===== src/design/lms_adaptive_fir_filter_top_assert.svh =====
// Assertion macros for the LMS adaptive FIR filter top level.
// Included by lms_adaptive_fir_filter_top.sv; no other dependencies.
`ifndef LMS_ADAPTIVE_FIR_FILTER_TOP_ASSERT_SVH
`define LMS_ADAPTIVE_FIR_FILTER_TOP_ASSERT_SVH

// Same-cycle implication, disabled while reset is high.
`define LAFIR_ASSERT_IMP(label, clk, rst, ante, cons, msg) \
   label: assert property (@(posedge clk) disable iff (rst) (ante) |-> (cons)) \
      else $error(msg);

// Next-cycle implication, disabled while reset is high.
`define LAFIR_ASSERT_NXT(label, clk, rst, ante, cons, msg) \
   label: assert property (@(posedge clk) disable iff (rst) (ante) |=> (cons)) \
      else $error(msg);

`endif


===== src/design/lafir_pkg.sv =====
// Shared widths, register indexes, codes and types of the LMS adaptive FIR filter.
// No dependencies; imported by every module of the block.
`default_nettype none

package lafir_pkg;

   localparam int DEFAULT_MAX_TAPS = 32;

   localparam int SAMPLE_W = 16;
   localparam int WEIGHT_W = 32;
   localparam int ERR_W    = 17;
   localparam int STEP_W   = 31;
   localparam int TAPCNT_W = 6;
   localparam int PROD_W   = WEIGHT_W + SAMPLE_W;
   localparam int EV_W     = ERR_W + SAMPLE_W;
   localparam int UPD_W    = 64;

   localparam int CSR_ADDR_W = 2;
   localparam int CSR_DATA_W = 31;

   localparam logic [CSR_ADDR_W-1:0] CSR_STEP_SIZE = 2'd0;
   localparam logic [CSR_ADDR_W-1:0] CSR_TAP_COUNT = 2'd1;

   localparam logic [STEP_W-1:0]   STEP_SIZE_RESET = 31'd65536;
   localparam logic [TAPCNT_W-1:0] TAP_COUNT_RESET = 6'd32;

   localparam logic MODE_TRAIN = 1'b0;
   localparam logic MODE_RUN   = 1'b1;

   // Controls from the sequencer to the shared multiply-accumulate unit.
   typedef struct packed {
      logic issue;
      logic update;
      logic acc_clear;
   } mac_ctl_type;

   function automatic int idx_width(int max_taps);
      return (max_taps > 1) ? $clog2(max_taps) : 1;
   endfunction

   function automatic int cnt_width(int max_taps);
      return $clog2(max_taps + 1);
   endfunction

   function automatic int acc_width(int max_taps);
      return PROD_W + $clog2(max_taps) + 1;
   endfunction

endpackage

`default_nettype wire


===== src/design/lafir_delay_line.sv =====
// Circular sample store of the filter: one write port for the push, one read port.
// Depends on lafir_pkg; a fill count stands in for clearing the memory at reset.
`default_nettype none

module lafir_delay_line #(
   parameter int MAX_TAPS = 32,
   localparam int IDX_W = lafir_pkg::idx_width(MAX_TAPS)
) (
   input  logic                                 clock,
   input  logic                                 reset,
   input  logic                                 push_en,
   input  logic signed [lafir_pkg::SAMPLE_W-1:0] push_data,
   input  logic                                 rd_en,
   input  logic [IDX_W-1:0]                     rd_tap,
   output logic signed [lafir_pkg::SAMPLE_W-1:0] rd_data
);
   import lafir_pkg::*;

   localparam int CNT_W = cnt_width(MAX_TAPS);

   logic signed [SAMPLE_W-1:0] mem [MAX_TAPS];
   logic [IDX_W-1:0]           wp_ff, wp_in;
   logic [CNT_W-1:0]           fill_ff, fill_in;
   logic [IDX_W-1:0]           newest;
   logic [IDX_W-1:0]           rd_idx;
   logic signed [SAMPLE_W-1:0] q_ff;
   logic                       q_vld_ff;

   always_comb begin
      wp_in   = wp_ff;
      fill_in = fill_ff;
      if (push_en) begin
         wp_in = (wp_ff == IDX_W'(MAX_TAPS - 1)) ? '0 : wp_ff + 1'b1;
         if (fill_ff != CNT_W'(MAX_TAPS)) begin
            fill_in = fill_ff + 1'b1;
         end
      end
   end

   // Tap k sits k places behind the newest sample, wrapping around the store.
   always_comb begin
      newest = (wp_ff == '0) ? IDX_W'(MAX_TAPS - 1) : wp_ff - 1'b1;
      if (newest >= rd_tap) begin
         rd_idx = newest - rd_tap;
      end else begin
         rd_idx = IDX_W'((IDX_W + 1)'(newest) + (IDX_W + 1)'(MAX_TAPS)
                         - (IDX_W + 1)'(rd_tap));
      end
   end

   always_ff @(posedge clock) begin
      if (reset) begin
         wp_ff   <= '0;
         fill_ff <= '0;
      end else begin
         wp_ff   <= wp_in;
         fill_ff <= fill_in;
      end
   end

   always_ff @(posedge clock) begin
      if (push_en) begin
         mem[wp_ff] <= push_data;
      end
      if (rd_en) begin
         q_ff     <= mem[rd_idx];
         q_vld_ff <= (CNT_W'(rd_tap) < fill_ff);
      end
   end

   // Taps older than the samples pushed so far read as zero.
   assign rd_data = q_vld_ff ? q_ff : '0;

endmodule

`default_nettype wire


===== config.mk =====
export PLATFORM = sky130hd
export DESIGN_NAME = lafir_delay_line
export DESIGN_NICKNAME = d
export VERILOG_FILES = /design/src/design/lms_adaptive_fir_filter_top_assert.svh /design/src/design/lafir_pkg.sv /design/src/design/lafir_delay_line.sv
export SDC_FILE = /design/constraint.sdc
export NUM_CORES = 1
export LEC_CHECK = 0
export ABC_AREA = 1
export CORE_MARGIN = 1.5
export CORE_UTILIZATION = 25
export DETAILED_ROUTE_END_ITERATION = 6
export DONT_BUFFER_PORTS = 1
export HOLD_SLACK_MARGIN = 0.03
export PLACE_DENSITY = 0.4
export REMOVE_ABC_BUFFERS = 1
export SYNTH_ARGS = -nofsm -noshare
export SYNTH_HDL_FRONTEND = slang
export SYNTH_SLANG_ARGS = --single-unit

===== constraint.sdc =====
create_clock -name clock -period 5.35 [get_ports clock]
set_input_delay 0.8025 -clock clock [delete_from_list [all_inputs] [get_ports clock]]
set_output_delay 0.8025 -clock clock [all_outputs]
set_load 0.01 [all_outputs]

==> out/results.txt, run 1 <==
Startpoint types = flip-flop
Met2 wire len = 32.4 mm
DRT Pass-1 Iters = 5
Pwr dens = 384 nW/µm²
Drt via density = 4.28
Die ar. = 98100 µm²
Clock Skew = 0.0197 ns
Area leader, netlist = edfxtp_1
Nets = 2460
Top-count cell post-synth = nand2_1
Met3 wire len = 3.78 mm
First-pass GRT wire length = 107 mm
Crit path time final = 3.99 ns
Final WL = 71.6 mm
Tcrit/Tclk final = 74.5%
Initial DRC count = 1256
Hold-fix buffers, CTS = 0
Top FF cell, synth = edfxtp_1
Htree depth = 2
Synth warnings = 0
Worst-margin pin slew = 1.18 ns
Routed len/inst = 19.2 µm
Initial antenna violation count = 0
Clock root buffer = clkbuf_16
Sequential element share of the synthesized area = 66.9%
Post-synth top area share = 66.0%
Achievable frequency = 251 MHz
Max-slew headroom = 21.3%
Cell Area, Placed = 25700 µm²
Post-CTS Setup Repair Bufs = 0
Final Cell Area = 27500 µm²
# fillers = 9830
Post-Synthesis Cells = 2418
Max Root-Sink Buffers = 3
Core box area = 95200 µm²
Crit path arrival time = 4.47 ns
RePlAce Congestion = 0.774
Worst setup EP type = flip-flop
Unrepaired setup endpoints after global routing = no
I/O pin count = 41
Initial Utilization = 25.3%
Final hold violations = 0
Outcome = finished clean
WL met1 = 34.0 mm
Die width = 313 µm
DR DRC count = 0
CTS clk-pin slew, worst paths = 0.06 ns
Pins Over Slew Limit = 0
Hold WC Path Type = primary input to flip-flop
Peak supply drop = 0.000255 V
Layout area overhead = 14.4%
Final ANT Viol Nets = 0
R2r setup slk = 1.36 ns
CTS Buf Count = 61
Mean area per synthesized cell = 9.95 µm²
Clk_lat worst skew = 0.63 ns
Yosys cell types = 23
Worst EP required = 5.83 ns
Synth cell count leaders = nand2_1 (652), inv_1 (562), edfxtp_1 (529), nand3_1 (463), clkbuf_1 (69)
Die Y = 313 µm
Asr flop ratio synth = 0%
Ratio of cells with drive above 1 in the final layout = 6.33%
Post-CTS resize count = 0
Hold Crit Depth = 1
Vias in the first global route = 15800
Crit-path max FO = 18
Largest net degree at the start of global routing = 151
Static leakage = 11.7 nW
Post-DP HPWL = 41.5 mm
Reg2reg path depth = 16
DR top layer = met4
CTS tree = done
Final setup fails = 0
Total of max-cap violations = 0
Utilization after layout = 28.9%
Post-Syn Area = 24100 µm²
Clock sinks = 540
Number of synthesized register bits = 540
Worst setup path class = flip-flop to flip-flop
Grt ovf = 0
IO buf count = 0
Synth top area cells = edfxtp_1 (66%), nand2_1 (10%), nand3_1 (9.6%)
Number of synthesized flops with an enable pin = 529
Total GRT Usage = 14.6%
Row count = 113
Via count = 16000
-- flip-flops by register name, indices dropped and copies added, names as in the netlist --
signal,cells
q_vld_ff,1
mem,512
wp_ff,5
fill_ff,6
q_ff,16
-- final timing paths --
kind / from / end
hold / removal: reset / fill_ff[5]
hold reg to reg: fill_ff[4] / fill_ff[4]
setup reg to reg: wp_ff[0] / q_ff[12]
setup / recovery: wp_ff[0] / q_ff[12]
-- report_power, final --
group	leakage, nW	total (W)	switching (W)	internal (W)
Combinational	5.96	0.00183	0.00132	0.000503
Sequential	4.87	0.00484	0.0000865	0.00475
Clock	0.894	0.00392	0.00172	0.00220
-- logic make-up after synthesis --
family / after synthesis / synth area share (%)
fa+ha+maj: 17 / 0.915
xor+xnor: 5 / 0.291
buf+inv: 671 / 10.8
compound gates: 18 / 0.390
simple gates: 1167 / 20.7
flops: 540 / 66.9
-- worst max-delay path: stages, from the launching register on --
cell     delay (ns)
dfxtp_1        0.42
inv_1          0.13
ha_1           0.23
inv_1          0.06
nor2_1         0.05
nor2_1         0.15
nand2_1        0.10
ha_1           0.55
nand3_1        0.19
nand2_1        0.13
nand2_1        0.06
nand2_1        0.85
buf_4          0.43
nand3_1        0.10
nand2_1        0.08
nand2_1        0.14
nand2_1        0.15
-- cells in the final DEF (no fill, tap or decap), types with 10 or more instances in the layout --
master	Yosys	final
nand2_1	652	652
inv_1	562	560
edfxtp_1	529	529
nand3_1	463	463
clkbuf_16	0	62
buf_4	1	39
nor2_2	1	24
nor2_1	44	21
clkinv_1	0	18
ha_1	16	15
a21oi_1	11	11
clkbuf_1	69	11
dfxtp_1	11	11
clkinv_2	0	10
-- stage by stage --
step | hold slack, ns | TNS [ns] | total power, W | std cells | setup WS [ns]
after floorplan | 0.452 | -103.35 | 0.00602 | 2309 | -6.47
after global placement | 0.480 | 0 | 0.00679 | 3620 | 1.50
after detailed placement | 0.482 | 0 | 0.00679 | 3620 | 1.39
after CTS | 0.194 | 0 | 0.0107 | 3728 | 1.36
after global routing | 0.216 | 0 | 0.0111 | 3728 | 0.970
final | 0.248 | 0 | 0.0106 | 3729 | 1.36
-- cell type report --
cell class / instances / area, µm² / area share [%]
clock inverter: 35 / 238 / 0.864
multi-input combinational: 1207 / 5450 / 19.8
tap: 1265 / 1580 / 5.75
inverter: 562 / 2120 / 7.70
sequential: 540 / 16100 / 58.5
antenna: 1 / 2.50 / 0.00909
timing repair buffer: 46 / 433 / 1.57
clock buffer: 73 / 1590 / 5.79
-- layer usage --
metal	global-route usage, %	vias to the layer above
met5	0	-
met4	3.56	0
met2	23.3	337
met3	2.40	88
met1	20.6	7839
li1	-	7709
No activity file was read; power rests on OpenSTA's default activity.
==> run 2: changes to the inputs <==
- clock period: 5.35 -> 4.1 ns (I/O delays scaled with it)
==> out/results.txt, run 2 (same netlist as run 1, synthesis figures left out) <==
Outcome = finished clean
Commonest non-fill, non-tap cells in the layout = nand2_1 (652), inv_1 (560), edfxtp_1 (529)
DR DRC count = 0 (unchanged)
Max Root-Sink Buffers = 3 (unchanged)
WL met1 = 33.5 mm (-1.5%)
DRT Pass-1 Iters = 5 (unchanged)
Final setup fails = 0 (unchanged)
Total GRT Usage = 14.5% (-0.10 points)
Max reg flops = 512 (unchanged)
Die width = 313 µm (unchanged)
Post-CTS Setup Repair Bufs = 0 (unchanged)
Final ANT Viol Nets = 0 (unchanged)
Worst-margin pin slew = 1.13 ns (-0.0502 ns)
Final WL = 70.9 mm (-1.1%)
Clock sinks = 540 (unchanged)
# fillers = 9865 (+0.36%)
Initial DRC count = 1124 (-11%)
RePlAce Congestion = 0.754 (-2.6%)
I/O pin count = 41 (unchanged)
Initial antenna violation count = 2 (+2)
Biggest register = mem
Crit path time final = 3.54 ns (-0.444 ns)
Seq. cell area = 16100 µm² (unchanged)
Worst setup path endpoint = q_ff[4]
Layout area overhead = 15.9%
Total of max-cap violations = 0 (unchanged)
Worst EP required = 4.54 ns (-1.29 ns)
Largest net degree at the start of global routing = 145 (-4.0%)
DR top layer = met4
Drt via density = 4.24 (-1.0%)
Setup TNS = 0 ns (unchanged)
R2r startpoint = wp_ff[0]
Vias in the first global route = 15800 (+0.11%)
Fin cells = 3746 (+0.46%)
Met3 wire len = 3.37 mm (-11%)
Pwr dens = 514 nW/µm² (+34%)
Final Cell Area = 27900 µm² (+1.3%)
Worst setup path class = flip-flop to flip-flop
Clock Skew = 0.0113 ns (-0.00835 ns)
Row count = 113 (unchanged)
Worst setup EP type = flip-flop
Reg2reg path depth = 16 (unchanged)
Unrepaired setup endpoints after global routing = no
Clock root buffer = clkbuf_16
Peak supply drop = 0.000252 V (-1.2%)
Post-CTS resize count = 0 (unchanged)
CTS clk-pin slew, worst paths = 0.06 ns (about the same)
R2r setup slk = 0.56 ns (-0.81 ns)
Hold-fix buffers, CTS = 0 (unchanged)
Core box area = 95200 µm² (unchanged)
IO buf count = 0 (unchanged)
Tcrit/Tclk final = 86.4% (+12 points)
Top Registers = mem x512, q_ff x16, fill_ff x6
Hold WC Path Type = primary input to flip-flop
Met2 wire len = 32.7 mm (+0.81%)
Crit-path max FO = 14 (-4)
Utilization after layout = 29.3% (+0.39 points)
Achievable frequency = 282 MHz (+13%)
Die Y = 313 µm (unchanged)
Static leakage = 11.9 nW (+1.4%)
Final hold violations = 0 (unchanged)
Pins Over Slew Limit = 0 (unchanged)
Via count = 15900 (-0.55%)
Area of the multi-input gates = 5470 µm² (+0.46%)
First-pass GRT wire length = 105 mm (-1.3%)
Cell Area, Placed = 25800 µm² (+0.56%)
Post-DP HPWL = 41.3 mm (-0.38%)
Htree depth = 3 (+1)
CTS Buf Count = 67 (+9.8%)
Cell count after placement = 3629 (+0.25%)
Hold slack = 0.0948 ns (-0.153 ns)
Max-slew headroom = 24.7% (+3.5 points)
Most common cell after layout, fill and taps aside = nand2_1
Nets = 2475 (+0.61%)
Clk_lat worst skew = 0.59 ns (-0.04 ns)
CTS tree = done
Routed len/inst = 18.9 µm (-1.5%)
Startpoint types = flip-flop
FF-to-FF End = q_ff[4]
Crit path arrival time = 3.98 ns (-0.49 ns)
Setup crit start = wp_ff[0]
Grt ovf = 0 (unchanged)
Initial Utilization = 25.3% (unchanged)
Ratio of cells with drive above 1 in the final layout = 6.90% (+0.56 points)
Die ar. = 98100 µm² (unchanged)
## run 2: per-stage QoR
| step | power [W] | setup WS, ns |
|---|---|---|
| after CTS | 0.0146 | 0.526 |
| after global placement | 0.00892 | 0.510 |
| after floorplan | 0.00785 | -7.72 |
| final | 0.0143 | 0.558 |
| after global routing | 0.0150 | 0.217 |
| after detailed placement | 0.00892 | 0.547 |
## run 2: metal layers
layer	global-route usage (%)	vias to the layer above
li1	-	7724
met1	20.3	7755
met2	23.2	322
met3	2.26	84
met4	3.95	0
met5	0	-
## run 2: report_power, final
group | internal [W] | leakage, nW | total, W | switching, W
sequential | 0.00620 | 4.87 | 0.00631 | 0.000109
clock | 0.00333 | 1.00 | 0.00558 | 0.00225
combinational | 0.000712 | 6.02 | 0.00245 | 0.00174
total | 0.0102 | 11.9 | 0.0143 | 0.00410
## run 2: final cells by class
cell class	instances	area share [%]
multi-input cells	1207	19.6
clock inverters	33	0.843
inverters	562	7.60
repair buffers	55	1.97
clock buffers	83	6.53
well taps	1265	5.67
flip-flops and latches	540	57.7
diodes	1	0.00897
## run 2: worst min path at each step
stage                from    endpoint  depth (start not counted)
3_5_place_dp   fill_ff[4]  fill_ff[4]                          2
3_3_place_gp   fill_ff[4]  fill_ff[4]                          2
2_1_floorplan  fill_ff[4]  fill_ff[4]                          2
6_report            reset  fill_ff[4]                          1
5_1_grt             reset  fill_ff[4]                          1
4_1_cts             reset  fill_ff[4]                          1
## run 2: critical path: stages, from the launching register on
cell and delay (ns):
dfxtp_1 0.43, inv_1 0.13, ha_1 0.23, inv_1 0.05, nor2_1 0.05, nor2_1 0.11
nand2_1 0.06, ha_1 0.53, nand3_1 0.19, nand2_1 0.12, nand2_1 0.06, nand2_1 0.39
buf_4 0.38, nand3_1 0.14, nand2_1 0.15, nand2_1 0.16, nand2_1 0.20
